**src/hdl/imu_oc_pkg.sv**
```systemverilog
// Shared types and constants for the IMU offset calibrate and correct block
`timescale 1ns / 1ps

package imu_oc_pkg;

    localparam int SAMPLE_W    = 16;
    localparam int RATE_W      = 17;
    localparam int THRESHOLD_W = 23;

    localparam logic [THRESHOLD_W-1:0] THRESHOLD_RESET = 23'd100;

    typedef logic [1:0] cmd_t;

    localparam cmd_t CMD_SAMPLE   = 2'd0;
    localparam cmd_t CMD_ACC_CAL  = 2'd1;
    localparam cmd_t CMD_GYRO_CAL = 2'd2;

    typedef struct packed {
        logic busy;
        logic done;
    } cal_status_t;

endpackage

```
**src/hdl/imu_oc_cdiv.sv**
```systemverilog
// Signed divide by a constant, truncating toward zero, by reciprocal multiply
`timescale 1ns / 1ps

module imu_oc_cdiv #(
    parameter int DIVISOR = 200,
    parameter int IN_W    = 24,
    parameter int OUT_W   = 16
) (
    input  logic signed [IN_W-1:0]  num,
    output logic signed [OUT_W-1:0] quot
);

    localparam int L      = $clog2(DIVISOR);
    localparam int SHIFT  = IN_W + L;
    localparam int MULT_W = IN_W + 2;
    localparam int PROD_W = IN_W + MULT_W;
    localparam longint unsigned MULT =
        ((64'd1 << SHIFT) + longint'(DIVISOR) - 64'd1) / longint'(DIVISOR);

    logic [IN_W-1:0]   mag;
    logic [PROD_W-1:0] prod;
    logic [OUT_W-1:0]  q;

    assign mag  = num[IN_W-1] ? IN_W'(-num) : IN_W'(num);
    assign prod = PROD_W'(mag) * PROD_W'(MULT);
    assign q    = OUT_W'(prod >> SHIFT);
    assign quot = num[IN_W-1] ? OUT_W'(-q) : q;

endmodule

```
**src/hdl/imu_oc_acc_cal.sv**
```systemverilog
// Accelerometer offset calibration: sample averaging and offset storage
`timescale 1ns / 1ps

module imu_oc_acc_cal
    import imu_oc_pkg::*;
#(
    parameter int SAMPLES = 200
) (
    input  logic                       clk,
    input  logic                       rst_n,
    input  logic                       step,
    input  cmd_t                       cmd,
    input  logic signed [SAMPLE_W-1:0] raw [2],
    output logic signed [SAMPLE_W-1:0] offset [2],
    output cal_status_t                status
);

    localparam int L     = $clog2(SAMPLES);
    localparam int SUM_W = L + SAMPLE_W;
    localparam int CNT_W = $clog2(SAMPLES + 1);

    logic                       active_reg;
    logic [CNT_W-1:0]           count_reg;
    logic signed [SAMPLE_W-1:0] offset_reg [2];
    logic signed [SUM_W-1:0]    sum_reg [2];

    logic                       start;
    logic                       active;
    logic                       done;
    logic [CNT_W-1:0]           count_next;
    logic signed [SUM_W-1:0]    sum_next [2];
    logic signed [SAMPLE_W-1:0] quot [2];

    assign start      = (cmd == CMD_ACC_CAL);
    assign active     = start || active_reg;
    assign count_next = (start ? '0 : count_reg) + CNT_W'(1);
    assign done       = active && (count_next == CNT_W'(SAMPLES));

    for (genvar i = 0; i < 2; i++) begin : g_axis
        assign sum_next[i] = (start ? SUM_W'(0) : sum_reg[i]) + SUM_W'(raw[i]);
        assign offset[i]   = start ? SAMPLE_W'(0) : offset_reg[i];

        imu_oc_cdiv #(
            .DIVISOR (SAMPLES),
            .IN_W    (SUM_W),
            .OUT_W   (SAMPLE_W)
        ) u_div (
            .num  (sum_next[i]),
            .quot (quot[i])
        );
    end

    assign status.busy = active && !done;
    assign status.done = done;

    always_ff @(posedge clk or negedge rst_n)
    begin
        if (!rst_n)
        begin
            active_reg    <= 1'b0;
            count_reg     <= '0;
            offset_reg[0] <= '0;
            offset_reg[1] <= '0;
        end
        else if (step)
        begin
            active_reg <= active && !done;
            if (active)
            begin
                count_reg <= done ? '0 : count_next;
            end
            for (int i = 0; i < 2; i++)
            begin
                if (done)
                begin
                    offset_reg[i] <= quot[i];
                end
                else
                begin
                    offset_reg[i] <= offset[i];
                end
            end
        end
    end

    always_ff @(posedge clk)
    begin
        if (step && active)
        begin
            sum_reg[0] <= sum_next[0];
            sum_reg[1] <= sum_next[1];
        end
    end

endmodule

```
**config.mk**
```make
export PLATFORM = sky130hd
export DESIGN_NAME = imu_oc_acc_cal
export DESIGN_NICKNAME = d
export VERILOG_FILES = /design/src/hdl/imu_oc_pkg.sv /design/src/hdl/imu_oc_cdiv.sv /design/src/hdl/imu_oc_acc_cal.sv
export SDC_FILE = /design/constraint.sdc
export NUM_CORES = 1
export LEC_CHECK = 0
export BUFFER_PORTS_ARGS = -buffer_cell sky130_fd_sc_hd__buf_4
export CORE_MARGIN = 2
export CORE_UTILIZATION = 50
export DETAILED_ROUTE_END_ITERATION = 8
export GPL_TIMING_DRIVEN = 0
export PLACE_DENSITY = 0.66
export SKIP_LAST_GASP = 1
export SYNTH_ARGS = -nofsm -noshare
export SYNTH_HDL_FRONTEND = slang
export SYNTH_HIERARCHICAL = 1
export SYNTH_SLANG_ARGS = --single-unit
```
**constraint.sdc**
```tcl
create_clock -name clk -period 15.55 [get_ports clk]
set_clock_uncertainty 0.05 [all_clocks]
set_input_delay 4.665 -clock clk [delete_from_list [all_inputs] [get_ports clk]]
set_output_delay 4.665 -clock clk [all_outputs]
set_load 0.01 [all_outputs]
```
==> summary.md <==
| Metric | Value |
|---|---|
| Startpoint type of the worst setup path | `input pin` |
| Total clock buffers created by CTS | `9` |
| Count leader, synth | `inv_1` |
| PortBufs | `70` |
| Longest Clk Path Bufs | `2` |
| Reg clk slew, reported paths | `60 ps` |
| Syn Nets | `approximately 3,900` |
| Cell taking the most area after synthesis | `fa_1` |
| Cell chosen for the clock root | `clkbuf_16` |
| Final ANT Viol Nets | `0` |
| Max cap viols | `0` |
| WL/cell | `20.8 um` |
| Mux contribution to synthesized area | `less than 1%` |
| Most used DFF post-synth | `edfxtp_1` |
| Setup Viol. Count Final | `0` |
| Initial core utilization | `50.8%` |
| CTS tree | `yes` |
| P&R area growth vs syn | `16.2%` |
| Seq cells post-synth | `89` |
| Core Area | `54,100 um^2` |
| Slew HR | `22.3%` |
| Hold path startpoint | `offset_reg[5]` |
| Mapped Area | `27,500 um^2` |
| Top Ports | `71` |
| Cells after Synth | `2,890` |
| Vias in the first global route | `22,300` |
| Worst hold path depth | `1` |
| Worst setup path category | `input pin to flop` |
| Seq/Total Area, Yosys | `8.97%` |
| CTS Sinks | `89` |
| H-tree levels | `3` |
| Fin util | `59.1%` |
| Worst Path Required | `15,750 ps` |
| Total GRT Usage | `28.3%` |
| Syn avg cell area | `9.52 um^2` |
| Row count | `between 80 and 90` |
| Max FO, Critical Path | `7` |
| Worst setup EP type | `flop` |
| Slowest CP cell | `fa_1` |
| Post-Route WL | `78.5 mm` |
| Post-Synth XOR/XNOR Area | `4.65%` |
| Hold Path Class | `flop to flop` |
| Tmin final | `15,470 ps` |
| Period utilisation layout | `about 100%` |
| Worst Hold Path EP | `offset_reg[5]` |
| RSZ-0062 raised after global routing | `true` |
| Peak Freq | `64.6 MHz` |
| Number of synthesized flops with an enable pin | `48` |
| Worst skew pair latency | `380 ps` |
| DP Worst Slack | `-2660 ps` |
| Max reg flops | `48` |
| Nets@finish | `4,064` |
| Yosys warnings | `6` |
| Area of the multi-input gates | `24,200 um^2` |
| Gr ovfl total | `0` |
| Worst Tran Pin Value | `1150 ps` |
| First-pass GRT wire length | `124 mm` |
| Vias per cell | `5.64` |
| Slew Viols, Final | `0` |
| Setup TNS Final | `0 ps` |
| CP max stage delay | `610 ps` |
| Yosys cell types | `94` |
| R2r startpoint | `sum_reg[0][24]` |
| Share of the synthesized area in the top cell type | `29.5%` |
| Compound-Gate Fraction of Synth Area | `12.0%` |
| Routed vias | `21,300` |
| Reg2Reg Setup Slack | `4570 ps` |
| Die Wd | `239 um` |
| List of most frequent post-synthesis cells | `inv_1, ha_1, fa_1, nand2_1, a21oi_1` |
| Post-Synth Simple-Gate Area | `9.95%` |
| Detailed Routing Iterations Pass 1 | `5` |
| HPWL after DPL | `66.1 mm` |
| Synth top area cells | `fa_1, ha_1, inv_1, edfxtp_1, dfrtp_1` |
| Antenna Cells | `0` |
| Die Y | `239 um` |
| Largest net degree at the start of global routing | `42` |
| R2R Path End | `offset_reg[15]` |
| Die Area | `approximately 57,000 um^2` |
| Initial antenna violation count | `1` |
| Setup ws final | `80.8 ps` |
| Share of cells above drive strength 1 | `~16%` |
| DRC viols | `0` |
| Final hold violation count | `0` |
| Worst R2R Path Depth | `35` |
| Largest family of logic cells by synthesized area | `adder cells` |
| Initial DRC Count | `1,402` |
| Flip-flop and latch area | `2470 um^2` |
| Status | `finished clean` |
| Fillcell total | `4,605` |
| Ys async rst share | `between 40% and 50%` |
| Crit path DAT | `approximately 16,000 ps` |
| GPL Wtd Cong | `0.996` |
| CP most frequent cell | `fa_1` |
| Post-Synth Adder-Cell Area | `54.5%` |
[stage by stage]
step	cells	hold slack, ps	instance area (um^2)
final	3774	441	32000
after detailed placement	3658	425	29000
after global routing	3774	461	32000
after global placement	3656	425	29000
after CTS	3736	444	30700
after floorplan	2890	408	27600
[timing repair]
action	CTS	global route
setup endpoints to repair	32	30
pin swaps	55	84
buffers inserted	62	44
hold buffers	0	0
gates resized for setup	156	186
[per-layer routing]
layer / vias up / wire length (um) / global-route usage (%)
met5: - / 13 / 0
met4: 2 / 2350 / 7.03
met3: 124 / 6410 / 5.44
met2: 659 / 35300 / 44.6
met1: 10600 / 34400 / 40.2
li1: 9931 / - / -
[logic make-up after synthesis]
family / after synthesis
mux: 6
simple gates: 502
buf+inv: 709
fa+ha+maj: 954
compound gates: 484
xor+xnor: 146
flops: 89
[worst max-delay path: cells and delay by family]
kind                       cells  cell delay, ps
AOI/OAI and AO/OA              9            2140
and+or+nand+nor               12            3780
adders and majority gates      9            3930
buffers and inverters          7             600
xor gates and xnor gates       3             520
[cell usage in the layout (no fill, tap or decap), types with 9 or more instances in the layout]
cell / instances
a211oi_1: 9
a211oi_2: 10
a21o_1: 44
a21oi_1: 108
a21oi_2: 12
a22o_1: 35
a31oi_1: 11
and2_1: 87
and3_1: 15
buf_4: 174
clkbuf_1: 14
clkbuf_16: 12
dfrtp_1: 41
edfxtp_1: 48
fa_1: 391
fa_2: 15
ha_1: 516
ha_4: 27
inv_1: 652
inv_2: 13
nand2_1: 116
nand2b_1: 12
nand3_1: 29
nand4_1: 33
nor2_1: 75
nor3_1: 18
o211ai_1: 17
o21a_1: 18
o21ai_0: 69
o21ai_1: 17
o21bai_1: 13
o31ai_1: 15
or3_1: 10
xnor2_1: 65
xnor2_2: 31
xnor2_4: 15
xor2_1: 23
[area by class of cell]
| cell class | instances | area share (%) |
|---|---|---|
| plain buffers | 35 | 0.744 |
| clock buffers | 11 | 0.795 |
| clock inverters | 5 | 0.211 |
| inverters | 668 | 7.86 |
| multi-input cells | 2092 | 75.6 |
| flip-flops and latches | 89 | 7.72 |
| well taps | 696 | 2.72 |
| repair buffers | 178 | 4.38 |
[worst max-delay path by stage]
stage | from | end | depth (start not counted) | slack, ps
4_1_cts | cmd[1] | offset_reg[31] | 44 | -190
5_1_grt | cmd[1] | offset_reg[15] | 42 | -300
3_5_place_dp | cmd[1] | offset_reg[31] | 41 | -2660
3_3_place_gp | cmd[0] | offset_reg[31] | 41 | -2650
6_report | cmd[1] | offset_reg[15] | 40 | 80
2_1_floorplan | cmd[1] | offset_reg[9] | 39 | 50
Power is not shown: default switching activity piles up to over one toggle a cycle in this logic, so the estimate is an artifact.
