## config.mk

```make
export PLATFORM = sky130hd
export DESIGN_NAME = imu_oc_gyro_cal
export DESIGN_NICKNAME = d
export VERILOG_FILES = /design/src/hdl/imu_oc_pkg.sv /design/src/hdl/imu_oc_cdiv.sv /design/src/hdl/imu_oc_gyro_cal.sv
export SDC_FILE = /design/constraint.sdc
export NUM_CORES = 2
export LEC_CHECK = 0
export BUFFER_PORTS_ARGS = -buffer_cell sky130_fd_sc_hd__buf_4
export CAP_MARGIN = 10
export CORE_MARGIN = 3
export CORE_UTILIZATION = 55
export DETAILED_ROUTE_END_ITERATION = 8
export HOLD_SLACK_MARGIN = 0.1
export PLACE_DENSITY = 0.79
export SYNTH_ARGS = -nofsm -noshare
export SYNTH_HDL_FRONTEND = slang
export SYNTH_SLANG_ARGS = --single-unit
```

## constraint.sdc

```tcl
create_clock -name clk -period 32 [get_ports clk]
set_clock_uncertainty 0.1 [all_clocks]
set_input_delay 4.8 -clock clk [delete_from_list [all_inputs] [get_ports clk]]
set_output_delay 4.8 -clock clk [all_outputs]
set_load 0.1 [all_outputs]
```

## src/hdl/imu_oc_pkg.sv

```systemverilog
// Shared types and constants for the IMU offset calibrate and correct block
`timescale 1ns / 1ps

package imu_oc_pkg;

    localparam int SAMPLE_W    = 16;
    localparam int RATE_W      = 17;
    localparam int THRESHOLD_W = 23;

    localparam logic [THRESHOLD_W-1:0] THRESHOLD_RESET = 23'd100;

    typedef logic [1:0] cmd_t;

    localparam cmd_t CMD_SAMPLE   = 2'd0;
    localparam cmd_t CMD_ACC_CAL  = 2'd1;
    localparam cmd_t CMD_GYRO_CAL = 2'd2;

    typedef struct packed {
        logic busy;
        logic done;
    } cal_status_t;

endpackage

```

## src/hdl/imu_oc_cdiv.sv

```systemverilog
// Signed divide by a constant, truncating toward zero, by reciprocal multiply
`timescale 1ns / 1ps

module imu_oc_cdiv #(
    parameter int DIVISOR = 200,
    parameter int IN_W    = 24,
    parameter int OUT_W   = 16
) (
    input  logic signed [IN_W-1:0]  num,
    output logic signed [OUT_W-1:0] quot
);

    localparam int L      = $clog2(DIVISOR);
    localparam int SHIFT  = IN_W + L;
    localparam int MULT_W = IN_W + 2;
    localparam int PROD_W = IN_W + MULT_W;
    localparam longint unsigned MULT =
        ((64'd1 << SHIFT) + longint'(DIVISOR) - 64'd1) / longint'(DIVISOR);

    logic [IN_W-1:0]   mag;
    logic [PROD_W-1:0] prod;
    logic [OUT_W-1:0]  q;

    assign mag  = num[IN_W-1] ? IN_W'(-num) : IN_W'(num);
    assign prod = PROD_W'(mag) * PROD_W'(MULT);
    assign q    = OUT_W'(prod >> SHIFT);
    assign quot = num[IN_W-1] ? OUT_W'(-q) : q;

endmodule

```

## src/hdl/imu_oc_gyro_cal.sv

```systemverilog
// Gyroscope offset calibration: averaging with motion check and retry
`timescale 1ns / 1ps

module imu_oc_gyro_cal
    import imu_oc_pkg::*;
#(
    parameter int SAMPLES = 50
) (
    input  logic                       clk,
    input  logic                       rst_n,
    input  logic                       step,
    input  cmd_t                       cmd,
    input  logic [THRESHOLD_W-1:0]     still_threshold,
    input  logic signed [SAMPLE_W-1:0] raw [3],
    output logic signed [SAMPLE_W-1:0] offset [3],
    output cal_status_t                status
);

    localparam int L     = $clog2(SAMPLES);
    localparam int SUM_W = L + SAMPLE_W;
    localparam int MOT_W = L + SAMPLE_W;
    localparam int CNT_W = $clog2(SAMPLES + 1);
    localparam int CMP_W = (MOT_W > THRESHOLD_W) ? MOT_W : THRESHOLD_W;

    logic                       active_reg;
    logic [CNT_W-1:0]           count_reg;
    logic signed [SAMPLE_W-1:0] offset_reg [3];
    logic signed [SUM_W-1:0]    sum_reg [3];
    logic [MOT_W-1:0]           motion_reg [3];
    logic signed [SAMPLE_W-1:0] prev_reg [3];

    logic                       start;
    logic                       active;
    logic                       done;
    logic                       finish;
    logic [CNT_W-1:0]           count_next;
    logic signed [SUM_W-1:0]    sum_next [3];
    logic [MOT_W-1:0]           motion_next [3];
    logic signed [RATE_W-1:0]   diff [3];
    logic [SAMPLE_W-1:0]        abs_diff [3];
    logic [2:0]                 moved;
    logic signed [SAMPLE_W-1:0] quot [3];

    assign start      = (cmd == CMD_GYRO_CAL);
    assign active     = start || active_reg;
    assign count_next = (start ? '0 : count_reg) + CNT_W'(1);
    assign done       = active && (count_next == CNT_W'(SAMPLES));
    assign finish     = done && (moved == 3'b000);

    for (genvar i = 0; i < 3; i++) begin : g_axis
        assign sum_next[i] = (start ? SUM_W'(0) : sum_reg[i]) + SUM_W'(raw[i]);
        assign diff[i]     = RATE_W'(start ? SAMPLE_W'(0) : prev_reg[i]) - RATE_W'(raw[i]);
        assign abs_diff[i] = diff[i][RATE_W-1] ? SAMPLE_W'(-diff[i]) : SAMPLE_W'(diff[i]);
        assign motion_next[i] = (start ? MOT_W'(0) : motion_reg[i]) + MOT_W'(abs_diff[i]);
        assign moved[i]    = CMP_W'(motion_next[i]) >= CMP_W'(still_threshold);
        assign offset[i]   = offset_reg[i];

        imu_oc_cdiv #(
            .DIVISOR (SAMPLES),
            .IN_W    (SUM_W),
            .OUT_W   (SAMPLE_W)
        ) u_div (
            .num  (sum_next[i]),
            .quot (quot[i])
        );
    end

    assign status.busy = active && !finish;
    assign status.done = finish;

    always_ff @(posedge clk or negedge rst_n)
    begin
        if (!rst_n)
        begin
            active_reg <= 1'b0;
            count_reg  <= '0;
            for (int i = 0; i < 3; i++)
            begin
                offset_reg[i] <= '0;
            end
        end
        else if (step)
        begin
            active_reg <= active && !finish;
            if (active)
            begin
                count_reg <= done ? '0 : count_next;
            end
            if (finish)
            begin
                for (int i = 0; i < 3; i++)
                begin
                    offset_reg[i] <= quot[i];
                end
            end
        end
    end

    // clear sums on every completed attempt so a retry gathers a full set
    always_ff @(posedge clk)
    begin
        if (step && active)
        begin
            for (int i = 0; i < 3; i++)
            begin
                sum_reg[i]    <= done ? SUM_W'(0) : sum_next[i];
                motion_reg[i] <= done ? MOT_W'(0) : motion_next[i];
                prev_reg[i]   <= raw[i];
            end
        end
    end

endmodule

```

==> impl_summary.log <==
INFO  metric initial_core_util = 56.0%
INFO  metric floorplan.die_area = 92600 um2
INFO  metric crit_arrival = around 14 ns
INFO  metric rr_endpoint = offset[14]$_DFFE_PN0P_
INFO  metric cp_data_required_time = between 20 and 30 ns
INFO  metric setup_slack_of_the_worst_register_to_register_path = approximately 20 ns
INFO  metric synthesis.instances = roughly 5400
INFO  metric post_cts_resize_count = 0
INFO  metric path_max_fanout = 57
INFO  metric crit_path_end_kind = output pin
INFO  metric met1_length = approximately 52000 um
INFO  metric synth_seq_cells = around 240
INFO  metric timing_worst_slew_pin_value = 1.15 ns
INFO  metric dieWidth = 304 um
INFO  metric fraction_of_layout_cells_with_a_size_suffix_above_1 = 5.09%
INFO  metric final.hold.worst_slack = 0.380 ns
INFO  metric rsz0062_at_grt = false
INFO  metric xor_and_xnor_fraction_of_the_mapped_netlist_area = 6.80%
INFO  metric setup_total_negative_slack = 0 ns
INFO  metric synth_enable_flop_cells = 180
INFO  metric report.final.hold_viol_count = 0
INFO  metric place_congestion = ~0.95
INFO  metric largest_stage_delay_on_the_critical_path = 0.85 ns
INFO  metric finalCritPeriodShare = 59.8%
INFO  metric synthSimpleGateAreaFrac = 13.0%
INFO  metric max-clock-path-buffers = 3
INFO  metric place.detailed.hpwl = roughly 100000 um
INFO  metric worstSetupPathType = input port to output pin
INFO  metric synth_adder_area_share = around 45%
INFO  metric slowest_stage = sky130_fd_sc_hd__nor3_1
INFO  metric synth_top_family_by_area = adder cells
INFO  metric port_buffers = about 130
INFO  metric max_slew_margin = between 20% and 30%
INFO  metric post_drt_via_cell_ratio = between 5 and 6
INFO  metric detail_route.drc_violations = 0
INFO  metric critical_path.reg2reg.startpoint = sum_reg[0][44]$_SDFFCE_PP0P_
INFO  metric ys.flop_type = sky130_fd_sc_hd__edfxtp_1
INFO  metric detail-route-antenna-nets = 0
INFO  metric grt_start_max_net_pins = 110
INFO  metric top_layer = met5
INFO  metric synth_compound_area_share = between 10% and 20%
INFO  metric layout-area-overhead-vs-synth = 7.09%
INFO  metric routed_wl = approximately 120000 um
INFO  metric timing.critical_path.from = cmd[0]
INFO  metric ff2ff_path_depth = 40
INFO  metric finalSetupViolations = 0
INFO  metric clock_tree_from_tritoncts = built
INFO  metric numCtsBuffers = 34
INFO  metric max_freq = between 50 and 60 MHz
INFO  metric synth.area.mux_share = 0.348%
INFO  metric asyncSetResetFlopFracSynth = a little under a quarter
INFO  metric first_pass_iters = 6
INFO  metric cts.sink_count = between 200 and 250
INFO  metric core_area = 87400 um2
INFO  metric synth.yosys.warnings = 0
INFO  metric seq_area_frac_synth = between 10% and 20%
INFO  metric grt.total_usage = approximately 25%
INFO  metric mappedNetlistArea = between 40000 and 50000 um2
INFO  metric clock_transition_at_path_regs = roughly 0.050 ns
INFO  metric crit_path_start_kind = input port
INFO  metric max_cap_violation_count = 0
INFO  metric met2RoutedLength = roughly 54000 um
INFO  metric syn-mean-instance-area = ~9.0 um2
INFO  metric min_period = 19.12 ns
INFO  metric cts.hold.buffers_added = 0
INFO  metric critical_path.endpoint = status[0]
INFO  metric grt_first_pass_wirelength = a little under 200000 um
INFO  metric cts_htree_levels = 2
INFO  metric final_nets = approximately 7000
INFO  metric cts-root-buf = sky130_fd_sc_hd__clkbuf_16
INFO  metric global_route.overflow_total = 0
INFO  metric netlist-cell-type-count = 99
INFO  metric initial_antenna_violation_count = 9
INFO  metric wl_met3 = between 7000 and 8000 um
INFO  metric number_of_max_slew_violations_in_the_final_report = 0
INFO  metric clock_latency_at_the_later_pin_of_the_worst_skew_pair = between 0.5 and 0.6 ns
INFO  metric num_vias = around 37000
INFO  metric status = completed
INFO  metric floorplan.rows = ~110
INFO  metric fp.dieH = a little over 300 um
INFO  metric grt_pass1_vias = ~38000
INFO  metric routedWlPerCell = roughly 17 um
INFO  metric post_cts.repair.setup_buffers = 0
INFO  metric io_pins = around 130
INFO  metric drt_iter0_markers = 2472
INFO  metric min-delay-path-class = flop to flop
[kinds of logic after synthesis]
logic type,after synthesis
other,1
buffers and inverters,1259
adders and majority gates,1433
and+or+nand+nor,1235
muxes,16
DFF,235
xor gates and xnor gates,366
AOI/OAI and AO/OA,866
[cells in the mapped netlist (11+ instances only)]
cell type / count / share of area, %
sky130_fd_sc_hd__ha_1: 908 / 23
sky130_fd_sc_hd__nor2_1: 305 / 2.3
sky130_fd_sc_hd__and3_1: 42 / 0.54
sky130_fd_sc_hd__a21o_1: 97 / 1.5
sky130_fd_sc_hd__nor3b_1: 12 / 0.18
sky130_fd_sc_hd__nand2_1: 238 / 1.8
sky130_fd_sc_hd__inv_1: 1174 / 9.0
sky130_fd_sc_hd__edfxtp_1: 180 / 11
sky130_fd_sc_hd__a21oi_1: 193 / 2.0
sky130_fd_sc_hd__dfrtp_1: 55 / 2.8
sky130_fd_sc_hd__or3_1: 30 / 0.38
sky130_fd_sc_hd__nor4_1: 16 / 0.20
sky130_fd_sc_hd__a211oi_1: 37 / 0.57
sky130_fd_sc_hd__a221oi_1: 11 / 0.20
sky130_fd_sc_hd__clkbuf_1: 74 / 0.57
sky130_fd_sc_hd__nor2b_1: 93 / 1.2
sky130_fd_sc_hd__fa_1: 525 / 21
sky130_fd_sc_hd__o21ai_0: 204 / 2.1
sky130_fd_sc_hd__nand2b_1: 27 / 0.35
sky130_fd_sc_hd__a21boi_0: 15 / 0.23
sky130_fd_sc_hd__nand3b_1: 11 / 0.17
sky130_fd_sc_hd__xor2_1: 115 / 2.1
sky130_fd_sc_hd__a311oi_1: 11 / 0.20
sky130_fd_sc_hd__o31ai_1: 23 / 0.35
sky130_fd_sc_hd__or4_1: 16 / 0.25
sky130_fd_sc_hd__xnor2_1: 240 / 4.3
sky130_fd_sc_hd__or2_2: 16 / 0.20
sky130_fd_sc_hd__o211ai_1: 35 / 0.54
sky130_fd_sc_hd__o21a_1: 41 / 0.63
sky130_fd_sc_hd__nand4_1: 41 / 0.52
sky130_fd_sc_hd__o21ai_1: 18 / 0.18
sky130_fd_sc_hd__and2_1: 183 / 2.3
sky130_fd_sc_hd__a211o_1: 11 / 0.20
sky130_fd_sc_hd__nand3_1: 76 / 0.78
sky130_fd_sc_hd__o21bai_1: 28 / 0.43
sky130_fd_sc_hd__nor3_1: 90 / 0.92
sky130_fd_sc_hd__a31oi_1: 23 / 0.29
[per-stage QoR]
stage / util [%] / cell area, um2 / instances / worst slack, ns
after global placement: 58.6 / 51200 / 6634 / 13.16
after CTS: 59.9 / 52400 / 6696 / 12.92
after global routing: 59.9 / 52400 / 6699 / 12.23
final: 59.9 / 52400 / 6703 / 12.88
after floorplan: - / 48900 / 5413 / 13.85
after detailed placement: 58.6 / 51200 / 6634 / 13.01
[worst min path at each step]
stage	from	endpoint	slack [ns]	cells past startpoint
floorplan	count_reg[0]$_DFFE_PN0P_	count_reg[0]$_DFFE_PN0P_	0.38	2
global placement	offset[37]$_DFFE_PN0P_	offset[37]$_DFFE_PN0P_	0.36	2
detailed placement	offset[33]$_DFFE_PN0P_	offset[33]$_DFFE_PN0P_	0.37	2
CTS	offset[33]$_DFFE_PN0P_	offset[33]$_DFFE_PN0P_	0.39	2
global route	offset[29]$_DFFE_PN0P_	offset[29]$_DFFE_PN0P_	0.40	2
finish	offset[31]$_DFFE_PN0P_	offset[31]$_DFFE_PN0P_	0.38	2
[layer usage]
layer / track usage [%] / vias to the layer above
li1: - / 18100
met1: 34.5 / 18100
met2: 41.7 / 943
met3: 4.31 / 162
met4: 6.33 / 6
met5: 0 / -
[cell usage in the layout (no fill, tap or decap), types with 20 or more instances in the layout]
cell,count
sky130_fd_sc_hd__a21oi_1,193
sky130_fd_sc_hd__clkbuf_16,34
sky130_fd_sc_hd__or3_1,30
sky130_fd_sc_hd__nand2_1,237
sky130_fd_sc_hd__fa_1,525
sky130_fd_sc_hd__nor2b_1,92
sky130_fd_sc_hd__and3_1,42
sky130_fd_sc_hd__a21o_1,97
sky130_fd_sc_hd__xnor2_1,240
sky130_fd_sc_hd__nor3_1,89
sky130_fd_sc_hd__nand2b_1,26
sky130_fd_sc_hd__a211oi_1,37
sky130_fd_sc_hd__o21a_1,41
sky130_fd_sc_hd__o21ai_0,202
sky130_fd_sc_hd__o21ai_1,20
sky130_fd_sc_hd__edfxtp_1,180
sky130_fd_sc_hd__a31oi_1,23
sky130_fd_sc_hd__nor2_1,305
sky130_fd_sc_hd__xor2_1,114
sky130_fd_sc_hd__nand4_1,41
sky130_fd_sc_hd__and2_1,183
sky130_fd_sc_hd__o21bai_1,28
sky130_fd_sc_hd__nand3_1,76
sky130_fd_sc_hd__buf_4,150
sky130_fd_sc_hd__inv_1,1173
sky130_fd_sc_hd__dfrtp_1,55
sky130_fd_sc_hd__ha_1,908
sky130_fd_sc_hd__o211ai_1,35
sky130_fd_sc_hd__o31ai_1,23
[layout make-up]
| class | instances | area, um2 |
|---|---|---|
| clock buffer | 44 | 928 |
| timing repair buffer | 150 | 1130 |
| antenna | 7 | 17.5 |
| inverter | 1175 | 4420 |
| tap | 1155 | 1450 |
| fill | 7219 | 35000 |
| sequential | 235 | 6780 |
| multi-input combinational | 3919 | 37500 |
| clock inverter | 18 | 229 |
[critical path: cells and delay by family]
| kind | cells | cell delay (ns) |
|---|---|---|
| AOI/OAI and AO/OA | 24 | 5.11 |
| and+or+nand+nor | 7 | 2.21 |
| buffers and inverters | 3 | 1.07 |
| adders and majority gates | 3 | 0.95 |
Power is not shown: default switching activity piles up to over one toggle a cycle in this logic, so the estimate is an artifact.
